$ cat src/rtl/fssl_pkg.sv
// Shared types, widths and constants for the four-servo slew-limited steering block.
`timescale 1ns / 1ps

package fssl_pkg;

  localparam int unsigned NSERVO  = 4;
  localparam int unsigned IN_W    = 16;
  localparam int unsigned POS_W   = 14;
  localparam int unsigned GAIN_W  = 4;
  localparam int unsigned ADDR_W  = 5;
  localparam int unsigned DATA_W  = 32;

  localparam int unsigned FILTER_FRAC_BITS = 8;
  localparam int unsigned FILT_W  = 24;
  localparam int unsigned DUTY_W  = 14;
  localparam int unsigned ANG_W   = 13;
  localparam int unsigned CLIP_W  = 9;
  localparam int unsigned TGT_W   = 21;
  localparam int unsigned TSUM_W  = 27;

  localparam int unsigned SUM_W   = 30;
  localparam int unsigned QUO_W   = SUM_W - 3;
  localparam int unsigned DIV5_SH = QUO_W + 3;
  localparam int unsigned PROD5_W = 2 * QUO_W + 1;

  localparam int unsigned MAG_W   = IN_W + 1;
  localparam int unsigned DIV7_SH = 18;
  localparam int unsigned Q7_W    = MAG_W - 2;
  localparam int unsigned PROD7_W = MAG_W + 16;

  typedef logic [POS_W-1:0]         pos_t;
  typedef logic signed [IN_W-1:0]   in_t;
  typedef logic [GAIN_W-1:0]        gain_t;
  typedef logic signed [DUTY_W-1:0] duty_t;
  typedef logic [ANG_W-1:0]         angmag_t;
  typedef logic signed [FILT_W-1:0] filt_t;
  typedef logic signed [TGT_W-1:0]  tgt_t;
  typedef logic [CLIP_W-1:0]        clip_t;
  typedef logic [QUO_W:0]           recip5_t;
  typedef logic [15:0]              recip7_t;

  localparam recip5_t RECIP5 = recip5_t'(((64'd1 << DIV5_SH) + 64'd4) / 64'd5);
  localparam recip7_t RECIP7 = recip7_t'(((64'd1 << DIV7_SH) + 64'd6) / 64'd7);

  localparam clip_t SPEED_LIM = clip_t'(350);
  localparam clip_t ANGLE_LIM = clip_t'(280);
  localparam int    STEP_LIM  = 5;

  localparam pos_t POSITION_MIN = pos_t'(2000);
  localparam pos_t POSITION_MAX = pos_t'(6000);
  localparam pos_t CENTER_RST   = pos_t'(4000);
  localparam logic [3:0] DIR_RST   = 4'd15;
  localparam gain_t      SPEED_RST = gain_t'(6);
  localparam gain_t      BOOST_RST = gain_t'(6);

  typedef enum logic [2:0] {
    REG_CENTER_A,
    REG_CENTER_B,
    REG_CENTER_C,
    REG_CENTER_D,
    REG_DIR_MASK,
    REG_SPEED_GAIN,
    REG_BOOST_GAIN
  } reg_idx_e;

  typedef struct packed {
    pos_t [NSERVO-1:0]  center;
    logic [NSERVO-1:0]  dir_mask;
    gain_t              speed_gain;
    gain_t              boost_gain;
  } cfg_t;

  typedef struct packed {
    logic run;
    logic jump;
    logic hold;
  } mode_t;

endpackage

$ cat src/rtl/fssl_cond.sv
// Input conditioning: speed divide by seven, clamp and gain; angle clamp, gain and split.
`timescale 1ns / 1ps

module fssl_cond (
  input  logic                  clk_i,
  input  logic                  adv_i,
  input  fssl_pkg::in_t         spd_i,
  input  fssl_pkg::in_t         ang_i,
  input  logic                  boost_i,
  input  logic                  jump_i,
  input  fssl_pkg::gain_t       speed_gain_i,
  input  fssl_pkg::gain_t       boost_gain_i,
  output fssl_pkg::duty_t       duty_o,
  output fssl_pkg::angmag_t     neg_o,
  output fssl_pkg::angmag_t     pos_o
);

  localparam int unsigned MAG_W = fssl_pkg::MAG_W;

  logic                          spd_neg;
  logic [MAG_W-1:0]              spd_mag;
  logic [fssl_pkg::PROD7_W-1:0]  q7_prod;
  logic [fssl_pkg::Q7_W-1:0]     q7;
  fssl_pkg::clip_t               spd_clip;
  logic                          ang_neg;
  logic [MAG_W-1:0]              ang_mag;
  fssl_pkg::clip_t               ang_clip;
  fssl_pkg::gain_t               ang_gain;
  fssl_pkg::angmag_t             ang_prod;
  fssl_pkg::angmag_t             neg_d;
  fssl_pkg::angmag_t             pos_d;
  fssl_pkg::angmag_t             duty_mag;
  fssl_pkg::duty_t               duty_d;

  logic                          spd_neg_q;
  fssl_pkg::clip_t               spd_clip_q;
  fssl_pkg::angmag_t             neg1_q;
  fssl_pkg::angmag_t             pos1_q;
  fssl_pkg::duty_t               duty_q;
  fssl_pkg::angmag_t             neg2_q;
  fssl_pkg::angmag_t             pos2_q;

  always_comb begin
    spd_neg  = spd_i[fssl_pkg::IN_W-1];
    spd_mag  = spd_neg ? (MAG_W'(0) - {spd_i[fssl_pkg::IN_W-1], spd_i})
                       : {1'b0, spd_i};
    q7_prod  = fssl_pkg::PROD7_W'(spd_mag) * fssl_pkg::PROD7_W'(fssl_pkg::RECIP7);
    q7       = q7_prod[fssl_pkg::DIV7_SH +: fssl_pkg::Q7_W];
    spd_clip = (q7 > fssl_pkg::Q7_W'(fssl_pkg::SPEED_LIM)) ? fssl_pkg::SPEED_LIM
                                                         : q7[fssl_pkg::CLIP_W-1:0];

    ang_neg  = ang_i[fssl_pkg::IN_W-1];
    ang_mag  = ang_neg ? (MAG_W'(0) - {ang_i[fssl_pkg::IN_W-1], ang_i})
                       : {1'b0, ang_i};
    ang_clip = (ang_mag > MAG_W'(fssl_pkg::ANGLE_LIM)) ? fssl_pkg::ANGLE_LIM
                                                      : ang_mag[fssl_pkg::CLIP_W-1:0];
    ang_gain = boost_i ? boost_gain_i : fssl_pkg::gain_t'(1);
    ang_prod = fssl_pkg::ANG_W'(ang_clip) * fssl_pkg::ANG_W'(ang_gain);
    neg_d    = (!jump_i && ang_neg)  ? ang_prod : '0;
    pos_d    = (!jump_i && !ang_neg) ? ang_prod : '0;
  end

  always_comb begin
    duty_mag = fssl_pkg::ANG_W'(spd_clip_q) * fssl_pkg::ANG_W'(speed_gain_i);
    duty_d   = spd_neg_q ? (fssl_pkg::DUTY_W'(0) - fssl_pkg::DUTY_W'(duty_mag))
                         : fssl_pkg::DUTY_W'(duty_mag);
  end

  always_ff @(posedge clk_i) begin
    if (adv_i) begin
      spd_neg_q  <= spd_neg;
      spd_clip_q <= spd_clip;
      neg1_q     <= neg_d;
      pos1_q     <= pos_d;
      duty_q     <= duty_d;
      neg2_q     <= neg1_q;
      pos2_q     <= pos1_q;
    end
  end

  assign duty_o = duty_q;
  assign neg_o  = neg2_q;
  assign pos_o  = pos2_q;

endmodule

$ cat config.mk
export PLATFORM = sky130hd
export DESIGN_NAME = fssl_cond
export DESIGN_NICKNAME = d
export VERILOG_FILES = /design/src/rtl/fssl_pkg.sv /design/src/rtl/fssl_cond.sv
export SDC_FILE = /design/constraint.sdc
export NUM_CORES = 1
export LEC_CHECK = 0
export ABC_AREA = 1
export BUFFER_PORTS_ARGS = -buffer_cell sky130_fd_sc_hd__buf_4
export CAP_MARGIN = 20
export CELL_PAD_IN_SITES_DETAIL_PLACEMENT = 1
export CELL_PAD_IN_SITES_GLOBAL_PLACEMENT = 1
export CORE_ASPECT_RATIO = 1.25
export CORE_UTILIZATION = 30
export CTS_CLUSTER_SIZE = 20
export DETAILED_ROUTE_END_ITERATION = 8
export GPL_ROUTABILITY_DRIVEN = 0
export MAX_ROUTING_LAYER = met4
export PLACE_DENSITY_LB_ADDON = 0.1
export SYNTH_ARGS = -nofsm -noshare
export SYNTH_HDL_FRONTEND = slang
export SYNTH_SLANG_ARGS = --single-unit
export TNS_END_PERCENT = 50
$ cat constraint.sdc
create_clock -name clk_i -period 8.65 [get_ports clk_i]
set_input_delay 0.865 -clock clk_i [delete_from_list [all_inputs] [get_ports clk_i]]
set_output_delay 0.865 -clock clk_i [all_outputs]
set_load 0.02 [all_outputs]
# After elaboration in Yosys (flattened, before gate mapping)
# Cells that the tools add are included.
[op_classes]
n_mux = 5
magnitude_cmp = 2
n_div = 0
n_mul = 3
shift = 0
bitwise_logic = 0
n_reduce_logical = 4
n_eq_ne = 0
addsub = 3
[op_table]
columns = ["op", "count"]
rows = [
  ["17-bit 2-to-1 mux", 2],
  ["1-bit by 16-bit subtractor with 17-bit output, first input constant", 2],
  ["17-bit by 15-bit multiplier with 32-bit output, second input constant", 1],
  ["9-bit by 4-bit multiplier with 13-bit output", 2],
  ["17-bit by 9-bit > comparator with 1-bit output, second input constant", 1],
  ["15-bit by 9-bit > comparator with 1-bit output, second input constant", 1],
  ["1-bit by 13-bit subtractor with 14-bit output, first input constant", 1],
  ["13-bit 2-to-1 mux", 1],
  ["9-bit 2-to-1 mux", 1],
  ["4-bit 2-to-1 mux", 1],
  ["1-bit logical AND", 2],
  ["1-bit logical NOT", 2],
]
[word_totals]
latch_bits = 0
output_inout_bits = 40
elab_cells = 25
n_memories = 0
ram_bits = 0
mem_bits_ro = 0
in_bits = 44
regBits = 76

# Logic depth before layout (Yosys ltp)
[depth]
depth_word = 5
mapped_depth = 43
depth_no_buf = 43

# Worst setup path after synthesis
# OpenSTA, ideal clock, no wires.
[synth_timing]
kind = "input port to flip-flop"
startpoint = "input spd_i[0]"
endpoint = "register spd_clip_q[1], data pin"
stages = 39
path_slack_ns = 1.910
setup_time_ns = 0.256
t_arrival_ns = 6.484
t_required_ns = 8.394
cell_sequence = "inv_1 ha_1 inv_1 nor3_1 inv_1 nor3_1 inv_1 nor3_1 nand3_1 nand2_1 nand2_1 o21ai_0 xor2_1 inv_1 ha_1 ha_1 ha_1 fa_1 [... 3 more ...] inv_1 ha_1 a21oi_1 nor2_1 nor2_1 nor2_1 nor2_1 inv_1 a21oi_1 nand2_1 nand2_1 nand2_1 nor2_1 nand2_1 nor2_1 nand2_1 nand2_2 nand2_1"
[synth_via]
elab_chain_cells = 4
[synth_lines]
columns = ["element", "line", "text"]
rows = [
  ["start, declared", "fssl_cond.sv:7", "input fssl_pkg::in_t spd_i,"],
  ["1-bit by 16-bit subtractor with 17-bit output", "fssl_cond.sv:45", "spd_mag = spd_neg ? (MAG_W'(0) - {spd_i[fssl_pkg::IN_W-1], spd_i})"],
  ["17-bit 2-to-1 mux (*)", "fssl_cond.sv:45", ""],
  ["17-bit by 15-bit multiplier with 32-bit output (*)", "fssl_cond.sv:47", "q7_prod = fssl_pkg::PROD7_W'(spd_mag) * fssl_pkg::PROD7_W'(fssl_pkg::RECIP7);"],
  ["15-bit by 9-bit > comparator with 1-bit output", "fssl_cond.sv:49", "spd_clip = (q7 > fssl_pkg::Q7_W'(fssl_pkg::SPEED_LIM)) ? fssl_pkg::SPEED_LIM"],
  ["end signal, assigned", "fssl_cond.sv:72", "spd_clip_q <= spd_clip;"],
  ["end, declared", "fssl_cond.sv:36", "fssl_pkg::clip_t spd_clip_q;"],
]
# Mark *: on every way between the ends. The rest lies on a longest branch, timed or not.
# A chain may end at the register's enable or synchronous reset.

# Final worst setup path
[layout_timing]
startpoint = "input spd_i[0]"
endpoint = "register spd_clip_q[4], data pin"
# Same word-level chain as after synthesis.

==> results.json <==
{
  "root_buffer": "clkbuf_16",
  "hold_viol": 0,
  "num_vias": 7637,
  "p_per_area_nw_per_um2": 332,
  "power_mw": 3.67,
  "slowest_stage": "fa_1",
  "yosysWarnings": 0,
  "hp-class": "reg2reg",
  "fmax_ghz": 0.137,
  "core_um2": 31800,
  "switching_share": 0.555,
  "p_leak_nw": 5.76,
  "cts.sinks": 76,
  "tightest_slew_ns": 0.928,
  "final_common_cell": "inv_1",
  "grt_pass1_vias": 8038,
  "r2r_slack_ns": 4.90,
  "worstSetupPathType": "in2reg",
  "grt_util_all_layers": 0.152,
  "drv_slew": 0,
  "viasPerCell": 4.54,
  "seq_area_frac_synth": 0.236,
  "first_pass_iters": 4,
  "path_common_cell": "inv_1",
  "clock_power_share": 0.092,
  "syn2layout_area_growth_pct": 14.4,
  "synth_top_area_frac": 0.236,
  "cts_buffers": 9,
  "cts-htree-levels": 3,
  "crit_required_ns": 8.74,
  "start_util": 0.304,
  "num_rows": 73,
  "die_w_um": 163,
  "clk_pin_slew_ns": 0.06,
  "dieArea_um2": 32900,
  "syn_area_per_cell_um2": 8.22,
  "antenna_left": 0,
  "startpoint_type": "primary input",
  "synth-seq-cells": 76,
  "drv_cap": 0,
  "syn_inst": 1176,
  "power.combinational.fraction": 0.769,
  "syn_area_um2": 9660,
  "p_int_mw": 1.63,
  "synthTopCellsByArea": "edfxtp_1 (24%), ha_1 (20%), fa_1 (15%)",
  "yosysTopAreaCell": "edfxtp_1",
  "grt_max_degree": 77,
  "whs_ns": 0.418,
  "clock_skew_ns": 0.00760,
  "wl_per_cell_um": 14.0,
  "layout_worst_path_cycle_share": 0.845,
  "fin_tns_setup_ns": 0,
  "status": "finished clean",
  "clk_latency_ns": 0.34,
  "drive_gt1_frac": 0.0953,
  "post-route-util": 0.348,
  "cts_resized": 0,
  "synth_edf_count": 76,
  "rsz0062_at_grt": "no",
  "die_h_um": 203,
  "ir_worst_vdd_mv": 0.159,
  "final_cell_mix": "inv_1 (260), nand2_1 (233), ha_1 (157)",
  "synth.distinct_cells": 39,
  "dp_hpwl_um": 21300,
  "n_antenna_cell": 0,
  "cp.arrival_ns": 7.39,
  "seq_power_share": 0.139,
  "setup_viol": 0,
  "max-slew-margin-rel": 0.381,
  "io_buffers": 83,
  "drtIter0Drc": 182,
  "p_switching_mw": 2.04,
  "crit_fanout": 6,
  "synth_ff_type": "edfxtp_1",
  "grt_pass1_wl_um": 38400,
  "critPathMaxStageDelay_ns": 0.53,
  "drc": 0,
  "antenna_found_initial": 0,
  "nets": 1537,
  "min_period_ns": 7.31,
  "endpoint_kind": "register",
  "post-cts-setup-buffers": 0,
  "holdBufCountCts": 0,
  "async_flop_share": 0,
  "gr-total-overflow": 0,
  "wirelength_um": 23600,
  "ios": 84,
  "cts_tree": "built",
  "ctsLongestPathBuffers": 2
}
-- worst max-delay path: cells and delay by family --
kind                       cells  cell delay, ns
AOI/OAI and AO/OA              3            0.79
xor gates and xnor gates       2            0.60
adders and majority gates      8            2.78
buffers and inverters          9            0.70
and+or+nand+nor               15            1.65
-- cell type report --
cell class | instances | area [µm²]
Fill cell | 3825 | 20700
Multi-Input combinational cell | 833 | 6370
Sequential cell | 76 | 2280
Inverter | 261 | 980
Timing Repair Buffer | 85 | 638
Tap cell | 412 | 515
Clock buffer | 10 | 229
Clock inverter | 5 | 38.8
-- cell usage after synthesis (all sizes together) (4+ instances only) --
cell type  instances
nor4               5
a21oi             51
ha               157
edfxtp            76
fa                70
nor3              24
o21bai             7
inv              261
nand3             51
xnor2             18
clkbuf             7
nor2             101
xor2              34
nand4              9
a21o               4
o211ai             4
o21ai             36
or2                4
nand2            241
-- logic make-up (layout without fill, tap and decap cells) --
family,count (synthesis),in the layout,share of synthesized area
and+or+nand+nor,439,439,0.195
xor gates and xnor gates,52,52,0.0471
DFF,76,76,0.236
other,2,5,0.000777
buffers and inverters,270,361,0.106
AOI/OAI and AO/OA,110,110,0.0667
adders and majority gates,227,227,0.348
-- stage by stage --
stage	setup slack, ns	instance area, µm²	instances
finish	1.34	11100	1682
global route	0.676	11100	1682
CTS	1.25	11100	1682
detailed placement	0.874	10800	1667
global placement	1.01	10800	1667
floorplan	1.91	9670	1179
-- power by group through the flow --
stage               sequential, mW  clock (mW)  combinational [mW]
CTS                          0.510       0.352                2.89
global placement             0.515           0                2.86
global route                 0.514       0.369                3.23
detailed placement           0.518           0                2.88
floorplan                    0.558           0                1.97
finish                       0.508       0.339                2.82
-- metal layers --
layer | share of wire | GRT usage | up-vias
li1 | - | - | 3915
met1 | 0.39 | 0.150 | 3605
met2 | 0.57 | 0.301 | 89
met3 | 0.015 | 0.0106 | 28
met4 | 0.028 | 0.0593 | 0
met5 | 0 | - | -
-- sequential cells by signal (all words and copies together), names as in the netlist --
| signal | flops |
|---|---|
| duty_o | 14 |
| neg1_q | 13 |
| neg_o | 13 |
| pos1_q | 13 |
| pos_o | 13 |
| spd_clip_q | 9 |
| spd_neg_q | 1 |
-- final timing paths --
kind                  from             to  cells past startpoint
max               spd_i[0]  spd_clip_q[4]                     37
min              pos1_q[3]       pos_o[3]                      0
max reg2reg  spd_clip_q[0]     duty_o[12]                     13
min reg2reg      pos1_q[3]       pos_o[3]                      0
Note: power is estimated with default switching activity, not from simulation.
