$ cat src/rtl/fssl_pkg.sv
// Shared types, widths and constants for the four-servo slew-limited steering block.
`timescale 1ns / 1ps

package fssl_pkg;

  localparam int unsigned NSERVO  = 4;
  localparam int unsigned IN_W    = 16;
  localparam int unsigned POS_W   = 14;
  localparam int unsigned GAIN_W  = 4;
  localparam int unsigned ADDR_W  = 5;
  localparam int unsigned DATA_W  = 32;

  localparam int unsigned FILTER_FRAC_BITS = 8;
  localparam int unsigned FILT_W  = 24;
  localparam int unsigned DUTY_W  = 14;
  localparam int unsigned ANG_W   = 13;
  localparam int unsigned CLIP_W  = 9;
  localparam int unsigned TGT_W   = 21;
  localparam int unsigned TSUM_W  = 27;

  localparam int unsigned SUM_W   = 30;
  localparam int unsigned QUO_W   = SUM_W - 3;
  localparam int unsigned DIV5_SH = QUO_W + 3;
  localparam int unsigned PROD5_W = 2 * QUO_W + 1;

  localparam int unsigned MAG_W   = IN_W + 1;
  localparam int unsigned DIV7_SH = 18;
  localparam int unsigned Q7_W    = MAG_W - 2;
  localparam int unsigned PROD7_W = MAG_W + 16;

  typedef logic [POS_W-1:0]         pos_t;
  typedef logic signed [IN_W-1:0]   in_t;
  typedef logic [GAIN_W-1:0]        gain_t;
  typedef logic signed [DUTY_W-1:0] duty_t;
  typedef logic [ANG_W-1:0]         angmag_t;
  typedef logic signed [FILT_W-1:0] filt_t;
  typedef logic signed [TGT_W-1:0]  tgt_t;
  typedef logic [CLIP_W-1:0]        clip_t;
  typedef logic [QUO_W:0]           recip5_t;
  typedef logic [15:0]              recip7_t;

  localparam recip5_t RECIP5 = recip5_t'(((64'd1 << DIV5_SH) + 64'd4) / 64'd5);
  localparam recip7_t RECIP7 = recip7_t'(((64'd1 << DIV7_SH) + 64'd6) / 64'd7);

  localparam clip_t SPEED_LIM = clip_t'(350);
  localparam clip_t ANGLE_LIM = clip_t'(280);
  localparam int    STEP_LIM  = 5;

  localparam pos_t POSITION_MIN = pos_t'(2000);
  localparam pos_t POSITION_MAX = pos_t'(6000);
  localparam pos_t CENTER_RST   = pos_t'(4000);
  localparam logic [3:0] DIR_RST   = 4'd15;
  localparam gain_t      SPEED_RST = gain_t'(6);
  localparam gain_t      BOOST_RST = gain_t'(6);

  typedef enum logic [2:0] {
    REG_CENTER_A,
    REG_CENTER_B,
    REG_CENTER_C,
    REG_CENTER_D,
    REG_DIR_MASK,
    REG_SPEED_GAIN,
    REG_BOOST_GAIN
  } reg_idx_e;

  typedef struct packed {
    pos_t [NSERVO-1:0]  center;
    logic [NSERVO-1:0]  dir_mask;
    gain_t              speed_gain;
    gain_t              boost_gain;
  } cfg_t;

  typedef struct packed {
    logic run;
    logic jump;
    logic hold;
  } mode_t;

endpackage

$ cat src/rtl/fssl_servo.sv
// One servo: target offset from the filter, slew-limited move or centering step, clamp.
`timescale 1ns / 1ps

module fssl_servo (
  input  logic              clk_i,
  input  logic              rst_ni,
  input  logic              adv_i,
  input  logic              valid_i,
  input  fssl_pkg::mode_t   mode_i,
  input  fssl_pkg::filt_t   filt_i,
  input  logic              neg_f_i,
  input  fssl_pkg::angmag_t k_i,
  input  fssl_pkg::pos_t    ctr_i,
  input  logic              dir_i,
  output fssl_pkg::pos_t    pos_o
);

  localparam int unsigned TSUM_W = fssl_pkg::TSUM_W;
  localparam int unsigned FILT_W = fssl_pkg::FILT_W;
  localparam int unsigned TGT_W  = fssl_pkg::TGT_W;
  localparam int unsigned ANG_W  = fssl_pkg::ANG_W;
  localparam int unsigned POS_W  = fssl_pkg::POS_W;
  localparam int unsigned FRAC   = fssl_pkg::FILTER_FRAC_BITS;
  localparam int unsigned ERR_W  = TGT_W + 1;
  localparam int unsigned NP_W   = POS_W + 2;

  localparam logic signed [TSUM_W-1:0] FRAC_BIAS = TSUM_W'((1 << FRAC) - 1);
  localparam logic signed [ERR_W-1:0]  STEP_HI   = ERR_W'(fssl_pkg::STEP_LIM);
  localparam logic signed [ERR_W-1:0]  STEP_LO   = -ERR_W'(fssl_pkg::STEP_LIM);
  localparam logic signed [NP_W-1:0]   LIM_LO    = NP_W'(fssl_pkg::POSITION_MIN);
  localparam logic signed [NP_W-1:0]   LIM_HI    = NP_W'(fssl_pkg::POSITION_MAX);

  fssl_pkg::pos_t             pos_q;
  fssl_pkg::pos_t             pos_d;
  logic signed [TSUM_W-1:0]   fx;
  logic signed [TSUM_W-1:0]   kx;
  logic signed [TSUM_W-1:0]   tsum;
  logic signed [TSUM_W-1:0]   tshift;
  fssl_pkg::tgt_t             target;
  logic signed [NP_W-1:0]     diff;
  logic signed [NP_W-1:0]     loc;
  logic signed [ERR_W-1:0]    tgt_x;
  logic signed [ERR_W-1:0]    loc_x;
  logic signed [ERR_W-1:0]    err;
  logic signed [3:0]          mv;
  logic signed [3:0]          step;
  logic signed [3:0]          step_ctr;
  logic signed [3:0]          delta;
  logic signed [NP_W-1:0]     npos;
  fssl_pkg::pos_t             clamped;

  always_comb begin
    fx     = {{(TSUM_W - FILT_W){filt_i[FILT_W-1]}}, filt_i};
    if (neg_f_i) begin
      fx = -fx;
    end
    kx     = {{(TSUM_W - ANG_W - FRAC){1'b0}}, k_i, {FRAC{1'b0}}};
    tsum   = fx + kx;
    tshift = (tsum + (tsum[TSUM_W-1] ? FRAC_BIAS : TSUM_W'(0))) >>> FRAC;
    target = tshift[TGT_W-1:0];

    diff  = {2'b00, pos_q} - {2'b00, ctr_i};
    loc   = dir_i ? diff : -diff;
    tgt_x = {target[TGT_W-1], target};
    loc_x = {{(ERR_W - NP_W){loc[NP_W-1]}}, loc};
    err   = tgt_x - loc_x;
    if (err > STEP_HI) begin
      mv = 4'(fssl_pkg::STEP_LIM);
    end else if (err < STEP_LO) begin
      mv = -4'(fssl_pkg::STEP_LIM);
    end else begin
      mv = err[3:0];
    end
    step = dir_i ? mv : -mv;

    if (diff < 0) begin
      step_ctr = 4'sd1;
    end else if (diff > 0) begin
      step_ctr = -4'sd1;
    end else begin
      step_ctr = 4'sd0;
    end

    delta = mode_i.run ? step : step_ctr;
    npos  = {2'b00, pos_q} + {{(NP_W - 4){delta[3]}}, delta};
    if (npos < LIM_LO) begin
      clamped = fssl_pkg::POSITION_MIN;
    end else if (npos > LIM_HI) begin
      clamped = fssl_pkg::POSITION_MAX;
    end else begin
      clamped = npos[POS_W-1:0];
    end

    pos_d = (mode_i.run && (mode_i.jump || mode_i.hold)) ? pos_q : clamped;
  end

  always_ff @(posedge clk_i or negedge rst_ni) begin
    if (!rst_ni) begin
      pos_q <= fssl_pkg::CENTER_RST;
    end else if (adv_i && valid_i) begin
      pos_q <= pos_d;
    end
  end

  assign pos_o = pos_q;

endmodule

$ cat config.mk
export PLATFORM = sky130hd
export DESIGN_NAME = fssl_servo
export DESIGN_NICKNAME = d
export VERILOG_FILES = /design/src/rtl/fssl_pkg.sv /design/src/rtl/fssl_servo.sv
export SDC_FILE = /design/constraint.sdc
export NUM_CORES = 1
export LEC_CHECK = 0
export BUFFER_PORTS_ARGS = -buffer_cell sky130_fd_sc_hd__buf_2
export CAP_MARGIN = 20
export CORE_ASPECT_RATIO = 0.8
export CORE_UTILIZATION = 56
export CTS_BUF_LIST = sky130_fd_sc_hd__clkbuf_4
export DETAILED_ROUTE_END_ITERATION = 8
export PLACE_DENSITY = 0.81
export SYNTH_ARGS = -nofsm -noshare
export SYNTH_HDL_FRONTEND = slang
export SYNTH_SLANG_ARGS = --single-unit
$ cat constraint.sdc
create_clock -name clk_i -period 7.9 [get_ports clk_i]
set_input_delay 0.395 -clock clk_i [delete_from_list [all_inputs] [get_ports clk_i]]
set_output_delay 0.395 -clock clk_i [all_outputs]
set_load 0.02 [all_outputs]
==> impl_metrics.toml, run 1 <==
[synthesis]
synthMuxAreaShare_pct = 1.89
yosys_warnings = 0
synthAdderAreaFrac_pct = 16.7
synth_compound_area_share_pct = 29.6
ys_top_cells_by_area = "ha_1, xnor2_1, xor2_1"
synth_area_sq_mm = 0.00556
yosysUniqueCellTypes = 77
synth_edf_count = 0
ys_seq_area_share_pct = 6.43
synth_cells = 761
yosysTopAreaCell = "ha_1"
synthXorXnorAreaFrac_pct = 14.8
avgSynthCellArea_sq_um = 7.31
yosysTopAreaCellShare_pct = 15.3
synth.net_count = 893
synth_top_family_by_area = "compound AO/OA/AOI/OAI gates"
yosys.area_share.simple_pct = 26.2
yosys_most_used_dff = "dfrtp_1"
synth_seq_cells = 14
synthArstFlopShare_pct = 100

[run_status]
error = "[ERROR GRT-0232] Routing congestion too high. Check the congestion heatmap in the GUI."
failing_step = "global routing (5_1_grt)"
status = "did not finish"

[placed_design]
dp_hpwl_um = 17500
io_buffers = 73
dp_slack_ps = -2390
gp_congestion = 0.937

[die]
io_pins = 74
die_h_um = 91.1
die_x_um = 113
num_rows = 32
start_util_pct = 57.6

[timing]
postGrtWorstEndpoint = "pos_o[2]$_DFFE_PN0P_/D"
worstEpCategory = "register input"

[global_route]
grt_max_degree = 20
grt_usage_pct = 80.0
grt_overflow = 169

[cts]
clock-sinks = 14
clockBufferDepth = 2
cts_buffers = 3
root_buffer = "clkbuf_4"
htreeDepth = 1
-- Yosys cell counts (6+ instances only) --
cell      count
o211ai_1     10
a21oi_1      57
nand2b_1     10
nor2b_1      10
a21o_1       14
a31oi_1      12
a211oi_1     16
nand4_1       7
clkbuf_1     17
and2_1        7
inv_1        40
o31ai_1      11
nand2_1      45
nor3_1       30
o21ai_0      49
mux2i_1       6
nor4_1        9
dfrtp_1       8
xor2_1       41
ha_1         68
or2_2         6
xnor2_1      53
o21a_1       12
and3_1       13
and4_1        6
nor2_1       71
nand3_1      20
dfstp_2       6
-- per-stage QoR --
stage	hold WS [ps]	area, sq um	std cells
3_3_place_gp	304	8090	1209
4_1_cts	528	8780	1236
2_1_floorplan	99.4	5720	761
3_5_place_dp	303	8090	1209
-- routing by layer --
metal | overflow | GRT usage (%)
met5 | 0 | 5.13
met4 | 55 | 93.5
met3 | 1 | 56.3
met2 | 113 | 102
met1 | 0 | 77.8
-- logic make-up after synthesis --
group | after synthesis
compound gates | 240
xor+xnor | 94
fa+ha+maj | 72
buf+inv | 60
flops | 14
mux | 10
simple gates | 271
-- timing repair --
item	4_1_cts
gates cloned	1
resized for setup	99
hold buffers	1
pin swaps	59
setup endpoints to repair	13
buffers inserted	24
hold endpoints to repair	3
==> inputs of run 2 (changes only) <==
--- a/config.mk
+++ b/config.mk
@@ -7,11 +7,9 @@
 export LEC_CHECK = 0
 export BUFFER_PORTS_ARGS = -buffer_cell sky130_fd_sc_hd__buf_2
 export CAP_MARGIN = 20
-export CORE_ASPECT_RATIO = 0.8
-export CORE_UTILIZATION = 56
-export CTS_BUF_LIST = sky130_fd_sc_hd__clkbuf_4
+export CORE_UTILIZATION = 40
 export DETAILED_ROUTE_END_ITERATION = 8
-export PLACE_DENSITY = 0.81
+export PLACE_DENSITY_LB_ADDON = 0.15
 export SYNTH_ARGS = -nofsm -noshare
 export SYNTH_HDL_FRONTEND = slang
 export SYNTH_SLANG_ARGS = --single-unit
==> constraint.sdc (replaced) <==
create_clock -name clk_i -period 10.3 [get_ports clk_i]
set_input_delay 0.515 -clock clk_i [delete_from_list [all_inputs] [get_ports clk_i]]
set_output_delay 0.515 -clock clk_i [all_outputs]
set_load 0.02 [all_outputs]
==> run 2 against run 1 <==
  * The flow now finishes without violations
  * Synthesized area stayed put
  * Synthesized cell count stayed put
==> impl_metrics.toml, run 2 <==
[pwr]
p_leak_nw = 3.45
power_density_mw_per_mm2 = 331
power_mw = 2.58
peakVddDrop_v = 0.000241

[die]
io_pins = 74
start_util_pct = 41.5
die_x_um = 120
num_rows = 42
dieArea_sq_mm = 0.0144
core_sq_mm = 0.0134
die_h_um = 120

[min_path]
hold_path.class = "in2async"

[synthesis]
yosysMostFrequentCell = "nor2_1"
yosys_warnings = 0
synthTopCellsByCount = "nor2_1, ha_1, a21oi_1"
yosys_most_used_dff = "dfrtp_1"
synth_seq_cells = 14
ys_top_cells_by_area = "ha_1, xnor2_1, xor2_1"
yosysTopAreaCellShare_pct = 15.3
synth_area_sq_mm = 0.00556
synthArstFlopShare_pct = 100
avgSynthCellArea_sq_um = 7.31
synth_cells = 761
yosysUniqueCellTypes = 77
synth_edf_count = 0
yosysTopAreaCell = "ha_1"
ys_seq_area_share_pct = 6.43
synth.net_count = 893

[global_route]
grt_pass1_vias = 6283
grt_usage_pct = 24.9
grt_max_degree = 25
grt_first_pass_wirelength_um = 29200
antenna_found_initial = 0
grt_overflow = 0

[timing]
layout_setup_ws_ps = 394
fmax_ghz = 0.101
worst_slew_pin_slew_ps = 748
hold_viol = 0
max-slew-margin-rel_pct = 50.0
setup_viol = 0
period_minus_slack_ps = 9910
final.period_utilization_pct = 96.2
fin_skew_ps = 3.43
drv_slew = 0

[detailed_routing]
wl_per_cell_um = 16.5
ant_nets = 0
wl_um = 18800
first_pass_iters = 5
drtIter0Drc = 322
vias = 6565
vias_per_cell = 5.78
drc = 0

[cts]
htreeDepth = 1
root_buffer = "clkbuf_16"
holdBufCountCts = 0
path_clk_slew_ps = 50
clock-sinks = 14
clock_latency_ps = 240
cts_buffers = 3
clockBufferDepth = 2
cts_tree = "built"

[cells_and_area]
nFillCells = 1242
final_common_cell = "buf_4"
syn2layout_area_growth_pct = 40.6
largest_reg_flops = 14
final_cell_mix = "buf_4, buf_2, nor2_1"
fin_area_sq_mm = 0.00782
postLayoutCoreUtil_pct = 58.3
nets = 1092
n_antenna_cell = 0
layout-drive-gt1-share_pct = 36.7

[flow_run]
drv_cap = 0

[setup_path]
r2r_end = "pos_o[12]"
required_ps = 10480
path_class = "in2reg"
r2r_cells = 40
cpPeakStageDelay_ps = 570
r2r-start = "pos_o[0]"
slowest_stage = "or4_4"
worstSetupEndpointType = "flip-flop"
start_kind = "input pin"
startpoint = "filt_i[3]"
crit_arrival_ps = 10090
crit_end = "pos_o[12]"
path_max_fanout = 6
r2r_setup_slack_ps = 1190

[placed_design]
io_buffers = 73
place_area_sq_mm = 0.00693
dp_slack_ps = -516
dp_hpwl_um = 15100
gp_congestion = 0.892

[run_status]
status = "completed"
## run 2: cell counts after synthesis
Identical to the previous run, type by type.
## run 2: worst min path at each step
stage | start | to | slack, ps | depth (start not counted)
finish | rst_ni | pos_o[0] | 160 | 1
global route | rst_ni | pos_o[6] | 190 | 1
CTS | rst_ni | pos_o[13] | 170 | 1
detailed placement | rst_ni | pos_o[13] | 430 | 1
global placement | rst_ni | pos_o[12] | 420 | 1
floorplan | rst_ni | pos_o[0] | 220 | 0
## run 2: cells by family after synthesis
logic type      synth area share [%]
fa+ha+maj                       16.7
buf+inv                         4.34
xor+xnor                        14.8
compound gates                  29.6
simple gates                    26.2
flops                           6.43
mux                             1.89
## run 2: routing by layer
layer	up-vias	wire length, um	GRT usage [%]
met3	46	555	1.05
met4	0	689	9.45
met5	-	0	0
met1	3126	7870	29.5
met2	145	9650	46.7
li1	3248	-	-
## run 2: power breakdown
group | internal (mW) | total, mW | switching [mW]
Clock | 0.0588 | 0.0811 | 0.0223
Combinational | 1.12 | 2.39 | 1.28
Sequential | 0.0772 | 0.109 | 0.0315
Total | 1.25 | 2.58 | 1.33
## run 2: what timing repair did
item                       CTS  global route
gates resized for setup     10           125
gates cloned                 0             0
setup endpoints to repair   11            13
buffers inserted             2            23
pin swaps                    2            71
## run 2: cell type report
cell class / count / area [sq um] / share of cell area [%]
clock buffers: 4 / 88.8 / 1.14
inverters: 40 / 150 / 1.92
multi-input cells: 687 / 5560 / 71.1
flip-flops and latches: 14 / 358 / 4.58
well taps: 176 / 220 / 2.82
repair buffers: 214 / 1440 / 18.4
## run 2: per-stage QoR
stage	std cells	hold WS, ps	TNS, ps
CTS	1112	167	0
detailed placement	1106	426	-5400
global placement	1106	415	-1880
global route	1135	186	-2400
finish	1135	162	0
floorplan	761	219	0
## run 2: critical path: cells and delay by family
kind / cells / cell delay (ps)
AOI/OAI and AO/OA: 19 / 3670
and+or+nand+nor: 14 / 2800
adders and majority gates: 5 / 1210
buffers and inverters: 6 / 920
xor gates and xnor gates: 4 / 770
muxes: 1 / 190
No activity file was read; power rests on OpenSTA's default activity.
