`src/rtl/fssl_pkg.sv`:
```
// Shared types, widths and constants for the four-servo slew-limited steering block.
`timescale 1ns / 1ps

package fssl_pkg;

  localparam int unsigned NSERVO  = 4;
  localparam int unsigned IN_W    = 16;
  localparam int unsigned POS_W   = 14;
  localparam int unsigned GAIN_W  = 4;
  localparam int unsigned ADDR_W  = 5;
  localparam int unsigned DATA_W  = 32;

  localparam int unsigned FILTER_FRAC_BITS = 8;
  localparam int unsigned FILT_W  = 24;
  localparam int unsigned DUTY_W  = 14;
  localparam int unsigned ANG_W   = 13;
  localparam int unsigned CLIP_W  = 9;
  localparam int unsigned TGT_W   = 21;
  localparam int unsigned TSUM_W  = 27;

  localparam int unsigned SUM_W   = 30;
  localparam int unsigned QUO_W   = SUM_W - 3;
  localparam int unsigned DIV5_SH = QUO_W + 3;
  localparam int unsigned PROD5_W = 2 * QUO_W + 1;

  localparam int unsigned MAG_W   = IN_W + 1;
  localparam int unsigned DIV7_SH = 18;
  localparam int unsigned Q7_W    = MAG_W - 2;
  localparam int unsigned PROD7_W = MAG_W + 16;

  typedef logic [POS_W-1:0]         pos_t;
  typedef logic signed [IN_W-1:0]   in_t;
  typedef logic [GAIN_W-1:0]        gain_t;
  typedef logic signed [DUTY_W-1:0] duty_t;
  typedef logic [ANG_W-1:0]         angmag_t;
  typedef logic signed [FILT_W-1:0] filt_t;
  typedef logic signed [TGT_W-1:0]  tgt_t;
  typedef logic [CLIP_W-1:0]        clip_t;
  typedef logic [QUO_W:0]           recip5_t;
  typedef logic [15:0]              recip7_t;

  localparam recip5_t RECIP5 = recip5_t'(((64'd1 << DIV5_SH) + 64'd4) / 64'd5);
  localparam recip7_t RECIP7 = recip7_t'(((64'd1 << DIV7_SH) + 64'd6) / 64'd7);

  localparam clip_t SPEED_LIM = clip_t'(350);
  localparam clip_t ANGLE_LIM = clip_t'(280);
  localparam int    STEP_LIM  = 5;

  localparam pos_t POSITION_MIN = pos_t'(2000);
  localparam pos_t POSITION_MAX = pos_t'(6000);
  localparam pos_t CENTER_RST   = pos_t'(4000);
  localparam logic [3:0] DIR_RST   = 4'd15;
  localparam gain_t      SPEED_RST = gain_t'(6);
  localparam gain_t      BOOST_RST = gain_t'(6);

  typedef enum logic [2:0] {
    REG_CENTER_A,
    REG_CENTER_B,
    REG_CENTER_C,
    REG_CENTER_D,
    REG_DIR_MASK,
    REG_SPEED_GAIN,
    REG_BOOST_GAIN
  } reg_idx_e;

  typedef struct packed {
    pos_t [NSERVO-1:0]  center;
    logic [NSERVO-1:0]  dir_mask;
    gain_t              speed_gain;
    gain_t              boost_gain;
  } cfg_t;

  typedef struct packed {
    logic run;
    logic jump;
    logic hold;
  } mode_t;

endpackage

```
`src/rtl/fssl_cfg.sv`:
```
// APB register file holding servo centers, direction mask and gains.
`timescale 1ns / 1ps

module fssl_cfg (
  input  logic                        clk_i,
  input  logic                        rst_ni,
  input  logic                        psel,
  input  logic                        penable,
  input  logic                        pwrite,
  input  logic [fssl_pkg::ADDR_W-1:0] paddr,
  input  logic [fssl_pkg::DATA_W-1:0] pwdata,
  output logic [fssl_pkg::DATA_W-1:0] prdata,
  output logic                        pready,
  output fssl_pkg::cfg_t              cfg_o
);

  localparam int unsigned ADDR_HI = fssl_pkg::ADDR_W - 1;

  fssl_pkg::cfg_t     cfg_q;
  fssl_pkg::reg_idx_e idx;
  logic               wr_en;

  assign idx    = fssl_pkg::reg_idx_e'(paddr[ADDR_HI:2]);
  assign wr_en  = psel && penable && pwrite;
  assign pready = 1'b1;
  assign cfg_o  = cfg_q;

  always_ff @(posedge clk_i or negedge rst_ni) begin
    if (!rst_ni) begin
      cfg_q.center     <= {fssl_pkg::NSERVO{fssl_pkg::CENTER_RST}};
      cfg_q.dir_mask   <= fssl_pkg::DIR_RST;
      cfg_q.speed_gain <= fssl_pkg::SPEED_RST;
      cfg_q.boost_gain <= fssl_pkg::BOOST_RST;
    end else if (wr_en) begin
      case (idx)
        fssl_pkg::REG_CENTER_A:   cfg_q.center[0]  <= pwdata[fssl_pkg::POS_W-1:0];
        fssl_pkg::REG_CENTER_B:   cfg_q.center[1]  <= pwdata[fssl_pkg::POS_W-1:0];
        fssl_pkg::REG_CENTER_C:   cfg_q.center[2]  <= pwdata[fssl_pkg::POS_W-1:0];
        fssl_pkg::REG_CENTER_D:   cfg_q.center[3]  <= pwdata[fssl_pkg::POS_W-1:0];
        fssl_pkg::REG_DIR_MASK:   cfg_q.dir_mask   <= pwdata[fssl_pkg::NSERVO-1:0];
        fssl_pkg::REG_SPEED_GAIN: cfg_q.speed_gain <= pwdata[fssl_pkg::GAIN_W-1:0];
        fssl_pkg::REG_BOOST_GAIN: cfg_q.boost_gain <= pwdata[fssl_pkg::GAIN_W-1:0];
        default: begin
        end
      endcase
    end
  end

  always_comb begin
    prdata = '0;
    case (idx)
      fssl_pkg::REG_CENTER_A:   prdata = fssl_pkg::DATA_W'(cfg_q.center[0]);
      fssl_pkg::REG_CENTER_B:   prdata = fssl_pkg::DATA_W'(cfg_q.center[1]);
      fssl_pkg::REG_CENTER_C:   prdata = fssl_pkg::DATA_W'(cfg_q.center[2]);
      fssl_pkg::REG_CENTER_D:   prdata = fssl_pkg::DATA_W'(cfg_q.center[3]);
      fssl_pkg::REG_DIR_MASK:   prdata = fssl_pkg::DATA_W'(cfg_q.dir_mask);
      fssl_pkg::REG_SPEED_GAIN: prdata = fssl_pkg::DATA_W'(cfg_q.speed_gain);
      fssl_pkg::REG_BOOST_GAIN: prdata = fssl_pkg::DATA_W'(cfg_q.boost_gain);
      default:                  prdata = '0;
    endcase
  end

endmodule

```
`config.mk`:
```
export PLATFORM = sky130hd
export DESIGN_NAME = fssl_cfg
export DESIGN_NICKNAME = d
export VERILOG_FILES = /design/src/rtl/fssl_pkg.sv /design/src/rtl/fssl_cfg.sv
export SDC_FILE = /design/constraint.sdc
export NUM_CORES = 1
export LEC_CHECK = 0
export BUFFER_PORTS_ARGS = -buffer_cell sky130_fd_sc_hd__buf_2
export CAP_MARGIN = 10
export CORE_UTILIZATION = 44
export CTS_CLUSTER_DIAMETER = 100
export DETAILED_ROUTE_END_ITERATION = 8
export PLACE_DENSITY = 0.77
export SLEW_MARGIN = 20
export SYNTH_ARGS = -nofsm -noshare
export SYNTH_HDL_FRONTEND = slang
export SYNTH_SLANG_ARGS = --single-unit
```
`constraint.sdc`:
```
create_clock -name clk_i -period 1.01 [get_ports clk_i]
set_clock_uncertainty 0.1 [all_clocks]
set_input_delay 0.0505 -clock clk_i [delete_from_list [all_inputs] [get_ports clk_i]]
set_output_delay 0.0505 -clock clk_i [all_outputs]
set_load 0.03 [all_outputs]
```
### Word level (Yosys, flattened, before mapping)

Cells that the tools add are included.

* input bits: 42
* bits in registers: 68

* reductions and logical operators: 10
* equality and inequality tests: 6
* muxes and demuxes: 1

Operator list (number)
* 14-bit case mux with 7 select lines: 1
* 2-bit AND reduction: 7
* 3-bit equality test (second input constant): 3
* 3-bit by 2-bit equality test with 1-bit output (second input constant): 2
* 3-bit by 1-bit equality test with 1-bit output (second input constant): 1
* 3-bit zero test: 1
* 1-bit logical AND: 2

### Depth between registers and ports, before layout

Gate-level depths: netlist (run 1).

* word-level depth: 3
* depth in mapped cells: 6

### Worst setup path before layout (run 1)

OpenSTA, ideal clock, no wires.

* path type: register to output
* from: register cfg_q (netlist bit cfg_o[11])
* to: output prdata[3] (netlist name)
* data arrival time: 1688 ps
* slack: -828 ps
* data required time: 859 ps
* path buffers: 0
* stages on the path, launching flop included: 4
* cell sequence: dfstp_2 > mux2i_1 > o21a_1 > a221oi_1

* longest elaborated chain between the ends: 1

Ends and longest elaborated chain
* from (decl): line fssl_cfg.sv:19 `fssl_pkg::cfg_t cfg_q;`
* 14-bit case mux with 7 select lines: line fssl_cfg.sv:51 `case (idx)`
* to (decl): line fssl_cfg.sv:12 `output logic [fssl_pkg::DATA_W-1:0] prdata,`

No other way between the ends.

### Final worst setup path (run 1)

* from: register cfg_q (netlist bit cfg_o[5])
* to: output prdata[1] (netlist name)

The elaborated chain is that of the path after synthesis.

==> run_results.csv, run 1 <==
group,metric,value,unit
status,status,"finished, violations left",
status,violations,"negative setup slack",
synthesis,synth_top_area_cell,"dfrtp_1",
clock_tree,cts_made_buffers,9,
route,viasPerCell,5.35,
clock_tree,cts.path.max_buffers,2,
synthesis,yosysMostFrequentCell,"mux2_2",
pwr,p_int,0.00892,W
pwr,peakVddDrop,1400,uV
clock_tree,ctsRootBufferMaster,"clkbuf_8",
hold_path,min_path_type,"in2async",
grt,antenna_found_initial,0,
floorplanning,start_util,0.456,
layout,final_cells,584,
floorplanning,core_area,7730,um^2
route,wl,14.5,mm
critical_path,setup.worst_path.start_class,"flop",
pwr,p_per_area,2030,nW/um^2
synthesis,synth_edf_count,0,
placed_design,place.gp.congestion,0.801,
timing,period_needed,1.82,ns
layout,largest_reg_flops,68,
floorplanning,die_w,91.5,um
placed_design,post-place-ws,-0.452,ns
route,routedWlPerCell,24.9,um
placed_design,io_buffers,103,
layout,fillers,299,
timing,min_period_over_period,1.80,
critical_path,reg2regPathDepth,3,
critical_path,ff2ff_setup_slack,-0.13,ns
critical_path,crit_fanout,2,
grt,grt_pass1_wl,19.6,mm
layout,drive_gt1_frac,0.846,
timing,hold_viol,0,
synthesis,synth.area.top_cells,"dfrtp_1, dfstp_2, mux2_2, mux2_4, mux4_1",
grt,grt_max_degree,69,
pwr,power,0.0137,W
critical_path,critPathLaunch,"cfg_o[5]$_DFFE_PN1P_",
pwr,clkPwrFrac,0.216,
clock_tree,cts.reportedPaths.clkPinSlew,0.09,ns
layout,final_core_util,0.872,
route,route.detailed.drc,0,
synthesis,synth-main-ff-cell,"dfrtp_1",
clock_tree,cts.htree.levels,3,
synthesis,synth_top_area_frac,0.256,
layout,syn_to_final_growth,91.1,%
clock_tree,clk_latency,0.36,ns
critical_path,r2r-start,"cfg_o[46]$_DFFE_PN0P_",
layout,nets,519,
critical_path,critPathCapture,"prdata[1]",
clock_tree,cts_num_sinks,68,
critical_path,required,0.86,ns
pwr,p_sw,0.00476,W
timing,fin_setup_tns,-27.53,ns
timing,fin_ws,-0.811,ns
critical_path,max_stage_delay,0.56,ns
floorplanning,num_rows,32,
layout,diodes,0,
pwr,seqPwrFrac,0.291,
synthesis,ys.warnings.count,0,
route,dr.pass1.iters,5,
run,drv_cap,0,
synthesis,yosysSeqAreaShare,0.494,
route,dr.first_iter.drc_count,177,
placed_design,dp_hpwl,6.96,mm
timing,finalSetupViolCount,126,
critical_path,worstSetupPathType,"reg2out",
synthesis,postSynthCellCount,230,
placed_design,place_inst,517,
route,vias,3124,
pwr,power.share.combinational,0.493,
grt,grt_overflow_total,0,
critical_path,crit_chain,"mux2i_1 -> o21a_1 -> a221oi_4 -> buf_6",
pwr,p_leak,3.13,nW
critical_path,crit_slowest_cell,"dfstp_2",
route,final_antenna_net_count,0,
timing,grt_setup_unrepaired,"yes",
critical_path,r2r_end,"cfg_o[46]$_DFFE_PN0P_",
grt,grt_usage,0.319,
synthesis,ys_types,30,
floorplanning,dieArea,8370,um^2
timing,slew_viol_final,0,
critical_path,end_kind,"output pin",
synthesis,synth_area_per_cell,15.3,um^2
floorplanning,die_height,91.5,um
floorplanning,io_pins,143,
synthesis,synth-async-reset-ratio,1.00,
pwr,p_sw_frac,0.348,
critical_path,worstPathArrival,1.67,ns
synthesis,synth-seq-cells,68,
timing,fmax,549,MHz
synthesis,netlist_area,3520,um^2
synthesis,synthTopCellsByCount,"mux2_2, dfrtp_1, dfstp_2",
grt,grt_pass1_vias,3338,
clock_tree,cts_tree,"built",
-- power groups by stage --
| stage | Combinational, W | Clock (W) | Sequential [W] |
|---|---|---|---|
| final | 0.00675 | 0.00295 | 0.00398 |
| after global routing | 0.00696 | 0.00306 | 0.00400 |
| after CTS | 0.00603 | 0.00282 | 0.00387 |
| after detailed placement | 0.00459 | 0 | 0.00379 |
| after global placement | 0.00449 | 0 | 0.00377 |
| after floorplan | 0.00166 | 0 | 0.00497 |
-- cell usage in the layout, fill, tap and decap left out, types with 2 or more instances in the layout --
cell           instances
nor2_4                 4
buf_4                 21
a21oi_1                2
dfrtp_1               20
dfrtp_2               16
bufinv_16              3
buf_2                 20
mux4_2                10
nor3_4                 2
mux2_4                63
dfstp_2               32
dlygate4sd3_1         15
o21a_1                 2
mux2i_1                7
a221oi_4               2
nor2b_1                2
a211oi_1               2
o221ai_4               2
clkbuf_8              10
buf_6                185
buf_12                 8
nor2_2                 2
mux2_2                 7
nand2b_4               2
conb_1                19
nand3b_1               3
nor2b_4               10
-- worst max-delay path: cells and delay by family, from the launching register on --
family	cells	cell delay, ns
compound gates	2	0.48
buf+inv	1	0.17
flops	1	0.56
mux	1	0.10
-- final cells by class --
type / instances / area, um^2 / share of cell area
Sequential cell: 68 / 1760 / 0.262
Multi-Input combinational cell: 148 / 1920 / 0.285
Clock buffer: 10 / 138 / 0.0204
Timing Repair Buffer: 250 / 2680 / 0.397
Clock inverter: 6 / 111 / 0.0165
Tap cell: 102 / 128 / 0.0189
-- through the flow --
step,hold WS [ns],area (um^2)
CTS,0.162,6380
global route,0.179,6740
detailed placement,0.00621,5150
finish,0.129,6740
global placement,-0.00136,5150
floorplan,-0.345,3970
-- metal layers --
| metal | global-route usage | share of wire |
|---|---|---|
| met4 | 0.138 | 0.044 |
| met5 | 0 | 0 |
| met3 | 0.0637 | 0.050 |
| met2 | 0.564 | 0.54 |
| met1 | 0.374 | 0.37 |
-- worst min path at each step --
stage | startpoint | to | slack, ns | cells after the start
floorplan | rst_ni | cfg_o[0]$_DFFE_PN0P_ | -0.35 | 0
global placement | rst_ni | cfg_o[24]$_DFFE_PN0P_ | -0.001 | 2
detailed placement | rst_ni | cfg_o[24]$_DFFE_PN0P_ | 0.006 | 2
CTS | rst_ni | cfg_o[66]$_DFFE_PN0P_ | 0.16 | 3
global route | rst_ni | cfg_o[66]$_DFFE_PN0P_ | 0.18 | 3
finish | rst_ni | cfg_o[66]$_DFFE_PN0P_ | 0.13 | 3
-- cells by family after synthesis --
family,share of synthesized area
buffers and inverters,0.0713
multiplexers,0.336
AO/OA/AOI/OAI,0.0252
AND/OR/NAND/NOR,0.0710
flip-flops,0.494
other,0.00213
-- what timing repair did --
item | in CTS | in global routing
gates resized for setup | 242 | 65
hold endpoints to repair | 136 | 0
hold buffers | 15 | 0
pin swaps | 2 | 3
endpoints found under the setup margin | 90 | 124
cloned | 0 | 1
buffers inserted | 21 | 55
(Power assumes the default switching activity.)
==> inputs of run 2 (changes only) <==
- PLACE_DENSITY: 0.77 -> 0.83
==> run 2 against run 1 <==
The run still ends with negative setup slack left. Cell count up 1.2%. Via count down 6.4%. Clock power down 24%. Global-route usage down 3.2 points. Power down 6.1%. Fmax up 2.8%. Largest cell class unchanged. Highest routed layer unchanged.
==> run_results.csv, run 2 (synthesized netlist as in run 1, its figures left out) <==
group,metric,value,unit
critical_path,cp_top_family,"flip-flops",
timing,fin_ws,-0.762,ns
route,final_antenna_net_count,0,
pwr,p_per_area,1910,nW/um^2
critical_path,cp_num_cells,4,
placed_design,dp_hpwl,6.81,mm
grt,grt_max_degree,69,
floorplanning,die_w,91.5,um
route,dr_wl_met3,503,um
timing,min_period_over_period,1.75,
clock_tree,cts_num_sinks,68,
placed_design,placed_area,5170,um^2
placed_design,io_buffers,103,
timing,period_needed,1.77,ns
pwr,peakVddDrop,1330,uV
placed_design,place_inst,523,
critical_path,required,0.86,ns
clock_tree,ctsRootBufferMaster,"clkbuf_8",
critical_path,r2r_end,"cfg_o[28]$_DFFE_PN0P_",
clock_tree,cts.reportedPaths.clkPinSlew,0.08,ns
floorplanning,num_rows,32,
route,dr.pass1.iters,4,
clock_tree,cts.htree.levels,3,
floorplanning,start_util,0.456,
critical_path,crit_chain,"mux2i_1 -> o21a_1 -> a221oi_4 -> buf_6",
layout,layout_common_cells,"buf_6, mux2_4, dfstp_2, buf_4, dfrtp_1",
route,viasPerCell,4.95,
pwr,p_leak,3.13,nW
timing,grt_setup_unrepaired,"yes",
grt,grt_overflow_total,0,
timing,finalSetupViolCount,123,
critical_path,worstPathArrival,1.62,ns
clock_tree,cts_made_buffers,9,
layout,fillers,341,
route,wl,12.4,mm
layout,drive_gt1_frac,0.838,
grt,grt_usage,0.287,
layout,nets,526,
critical_path,critPathCapture,"prdata[1]",
grt,antenna_found_initial,0,
critical_path,end_kind,"output pin",
grt,grt_pass1_vias,3144,
layout,final_cells,591,
status,violations,"negative setup slack",
run,drv_cap,0,
critical_path,reg2regPathDepth,3,
floorplanning,die_height,91.5,um
layout,final_common_cell,"buf_6",
layout,final_area,6710,um^2
route,routedWlPerCell,21.0,um
route,top_layer,"met4",
floorplanning,dieArea,8370,um^2
floorplanning,io_pins,143,
clock_tree,clk_latency,0.33,ns
critical_path,ff2ff_setup_slack,-0.14,ns
route,wl_met1,4.85,mm
critical_path,critPathLaunch,"cfg_o[5]$_DFFE_PN1P_",
timing,fmax,564,MHz
route,wl_met2,6.75,mm
critical_path,max_stage_delay,0.55,ns
critical_path,r2r-start,"cfg_o[28]$_DFFE_PN0P_",
critical_path,setup.worst_path.start_class,"flop",
hold_path,min_path_type,"in2async",
status,status,"finished, violations left",
timing,hold_viol,0,
clock_tree,cts.path.max_buffers,2,
grt,grt_pass1_wl,17.9,mm
placed_design,place.gp.congestion,0.769,
critical_path,worstSetupPathType,"reg2out",
layout,diodes,0,
critical_path,crit_fanout,2,
critical_path,crit_slowest_cell,"dfstp_2",
layout,syn_to_final_growth,90.4,%
route,vias,2925,
floorplanning,core_area,7730,um^2
critical_path,cp_num_buf_inv,1,
timing,slew_viol_final,0,
route,dr.first_iter.drc_count,139,
route,route.detailed.drc,0,
clock_tree,cts_tree,"built",
layout,largest_reg_flops,68,
timing,fin_setup_tns,-25.60,ns
## run 2: cell types whose count changed in the layout (fill, tap and decap cells not counted), sizes merged
cell,before,now
buf,234,242
bufinv,3,1
clkbuf,11,12
## run 2: layout make-up
class,count,area (um^2),area share
Clock buffer,12,135,0.0201
Clock inverter,4,51.3,0.00764
Multi-Input combinational cell,148,1910,0.285
Sequential cell,68,1760,0.263
Tap cell,102,128,0.0190
Timing Repair Buffer,257,2720,0.405
## run 2: worst min-delay path, delay by kind of cell
family                 cells  cell delay, ns
buffers and inverters      3            0.96
## run 2: stage by stage
stage	hold WS [ns]	total power (W)	utilization	setup WS [ns]
final	0.166	0.0128	0.868	-0.762
after global routing	0.194	0.0133	0.868	-0.809
after CTS	0.168	0.0121	0.825	-0.704
after detailed placement	0.00558	0.00839	0.669	-0.449
after global placement	-0.0102	0.00827	0.669	-0.418
after floorplan	-0.345	0.00663	-	-0.440
## run 2: power breakdown
part / leakage [nW] / switching [W] / internal, W / total [W]
clock: 0.0906 / 0.00109 / 0.00115 / 0.00224
sequential: 0.774 / 0.000451 / 0.00347 / 0.00392
combinational: 2.27 / 0.00290 / 0.00378 / 0.00668
## run 2: what timing repair did
item	4_1_cts	5_1_grt
endpoints found under the hold margin	135	0
hold buffers	15	0
setup endpoints to repair	101	120
setup buffers	23	44
pin swaps	1	3
gates resized for setup	247	51
## run 2: how the worst min path moves through the flow
stage,start,end,slack (ns),cells after the start
4_1_cts,rst_ni,cfg_o[44]$_DFFE_PN0P_,0.17,3
3_5_place_dp,rst_ni,cfg_o[42]$_DFFE_PN0P_,0.006,2
2_1_floorplan,rst_ni,cfg_o[0]$_DFFE_PN0P_,-0.35,0
3_3_place_gp,rst_ni,cfg_o[42]$_DFFE_PN0P_,-0.01,2
6_report,rst_ni,cfg_o[13]$_DFFE_PN0P_,0.17,3
5_1_grt,rst_ni,cfg_o[13]$_DFFE_PN0P_,0.19,3
## run 2: layer usage
layer / up-vias / GRT usage
met5: - / 0
met4: 0 / 0.0820
met3: 22 / 0.0528
met2: 113 / 0.516
met1: 1481 / 0.350
li1: 1309 / -
==> inputs of run 3 (changes only) <==
- CORE_UTILIZATION: 44 -> 45
- CTS_BUF_LIST: default -> sky130_fd_sc_hd__clkbuf_4 sky130_fd_sc_hd__clkbuf_8
- PLACE_DENSITY: 0.83 -> 0.84
- REMOVE_ABC_BUFFERS: default -> 1
==> run 3 against run 2 <==
The flow still finishes with violations (negative setup slack). Register-to-register slack gained 0.02 ns. Core utilization is 0.99 points lower. First-iteration DRC count shrank 31%. Clock-buffer cell count up 2. Routed wire length is 3.9% lower. Critical path type unchanged. Largest power group unchanged. Clock power is 3% lower.
==> run_results.csv, run 3 (synthesized netlist as in run 1, its figures left out) <==
group,metric,value,unit
route,dr.pass1.iters,4,
pwr,power,0.0122,W
floorplanning,die_w,90.5,um
critical_path,setup.worst_path.start_class,"flop",
placed_design,dp_hpwl,6.24,mm
critical_path,end_kind,"output pin",
clock_tree,cts_tree,"built",
clock_tree,cts_num_sinks,68,
critical_path,worstPathArrival,1.64,ns
clock_tree,ctsRootBufferMaster,"clkbuf_8",
route,routedWlPerCell,21.1,um
route,viasPerCell,5.07,
layout,nets,504,
route,vias,2872,
status,status,"finished, violations left",
status,violations,"negative setup slack",
critical_path,required,0.86,ns
placed_design,place_inst,505,
route,route.detailed.drc,0,
pwr,p_int,0.00797,W
hold_path,min_path_type,"in2async",
timing,period_needed,1.79,ns
route,wl,11.9,mm
grt,grt_pass1_wl,17.3,mm
timing,slew_viol_final,0,
clock_tree,cts.htree.levels,3,
grt,grt_max_degree,69,
pwr,p_leak,2.99,nW
critical_path,crit_fanout,2,
timing,min_period_over_period,1.77,
pwr,seqPwrFrac,0.317,
route,dr.first_iter.drc_count,96,
pwr,p_sw_frac,0.348,
floorplanning,num_rows,31,
floorplanning,core_area,7410,um^2
pwr,power.share.combinational,0.505,
clock_tree,cts.reportedPaths.clkPinSlew,0.08,ns
grt,grt_overflow_total,0,
floorplanning,io_pins,143,
route,final_antenna_net_count,0,
clock_tree,cts.path.max_buffers,2,
timing,finalSetupViolCount,115,
layout,layout_common_cells,"buf_6, mux2_4, dfrtp_1, dfstp_2, mux2_2",
run,drv_cap,0,
pwr,p_sw,0.00426,W
layout,final_cells,566,
layout,final_common_cell,"buf_6",
grt,antenna_found_initial,0,
pwr,clkPwrFrac,0.178,
placed_design,place.gp.congestion,0.774,
timing,grt_setup_unrepaired,"yes",
layout,syn_to_final_growth,80.4,%
floorplanning,die_height,90.5,um
layout,diodes,0,
pwr,peakVddDrop,1220,uV
placed_design,post-place-ws,-0.484,ns
timing,fin_ws,-0.777,ns
timing,hold_viol,0,
floorplanning,dieArea,8190,um^2
timing,whs,0.165,ns
clock_tree,cts_made_buffers,9,
layout,drive_gt1_frac,0.794,
grt,grt_pass1_vias,3081,
clock_tree,clk_latency,0.35,ns
pwr,p_per_area,1920,nW/um^2
placed_design,io_buffers,103,
grt,grt_usage,0.280,
timing,fmax,559,MHz
floorplanning,start_util,0.476,
critical_path,worstSetupPathType,"reg2out",
layout,largest_reg_flops,68,
## run 3: cell count changes in the layout (fill, tap and decap cells not counted), moves of 4 or more
cell,previous run,this run
mux2_4,59,43
dfrtp_1,20,36
dfrtp_2,16,0
buf_6,188,169
mux2_2,11,27
buf_2,19,15
clkbuf_4,0,4
## run 3: metrics by stage
| stage | cell area, um^2 | TNS [ns] | util |
|---|---|---|---|
| 2_1_floorplan | 3340 | -16.57 | - |
| 3_3_place_gp | 4720 | -27.87 | 0.637 |
| 3_5_place_dp | 4720 | -29.66 | 0.637 |
| 4_1_cts | 6020 | -21.85 | 0.813 |
| 5_1_grt | 6360 | -26.89 | 0.858 |
| 6_report | 6360 | -23.89 | 0.858 |
## run 3: power by group through the flow
stage,Clock (W),Combinational [W],Sequential (W)
final,0.00217,0.00617,0.00388
after global placement,0,0.00403,0.00373
after global routing,0.00233,0.00642,0.00393
after CTS,0.00216,0.00558,0.00383
after detailed placement,0,0.00411,0.00377
after floorplan,0,0.00116,0.00493
## run 3: layout make-up
| cell class | count | area [um^2] |
|---|---|---|
| clock buffer | 14 | 174 |
| clock inverter | 2 | 10.0 |
| fill | 346 | 1050 |
| multi-input combinational | 148 | 1760 |
| sequential | 68 | 1740 |
| tap | 99 | 124 |
| timing repair buffer | 235 | 2550 |
## run 3: final timing paths
path | to | depth (start not counted) | slack [ns] | from
max in group asynchronous | cfg_o[17]$_DFFE_PN1P_ | 3 | 0.32 | rst_ni
hold / removal | cfg_o[28]$_DFFE_PN0P_ | 3 | 0.17 | rst_ni
min in group clk_i | cfg_o[27]$_DFFE_PN0P_ | 4 | 0.20 | paddr[3]
setup reg to reg | cfg_o[26]$_DFFE_PN0P_ | 3 | -0.12 | cfg_o[26]$_DFFE_PN0P_
setup / recovery | prdata[1] | 4 | -0.78 | cfg_o[5]$_DFFE_PN1P_
hold reg to reg | cfg_o[7]$_DFFE_PN0P_ | 1 | 0.47 | cfg_o[7]$_DFFE_PN0P_
## run 3: metal layers
metal	vias up	track usage	routed length (um)
li1	1260	-	-
met1	1462	0.340	4820
met2	123	0.503	6260
met3	27	0.0446	517
met4	0	0.0914	316
met5	-	0	0
## run 3: worst max-delay path, stage by stage, from the launching register on
cell	delay, ns
dfstp_2	0.55
mux2i_1	0.08
o21a_1	0.19
a221oi_2	0.25
buf_4	0.21
## run 3: what timing repair did
action                     CTS  global route
hold buffers                15             0
hold endpoints to repair   136             0
setup buffers               20            41
gates resized for setup    263            79
pin swaps                    5             5
gates cloned                 2             0
setup endpoints to repair  117           127
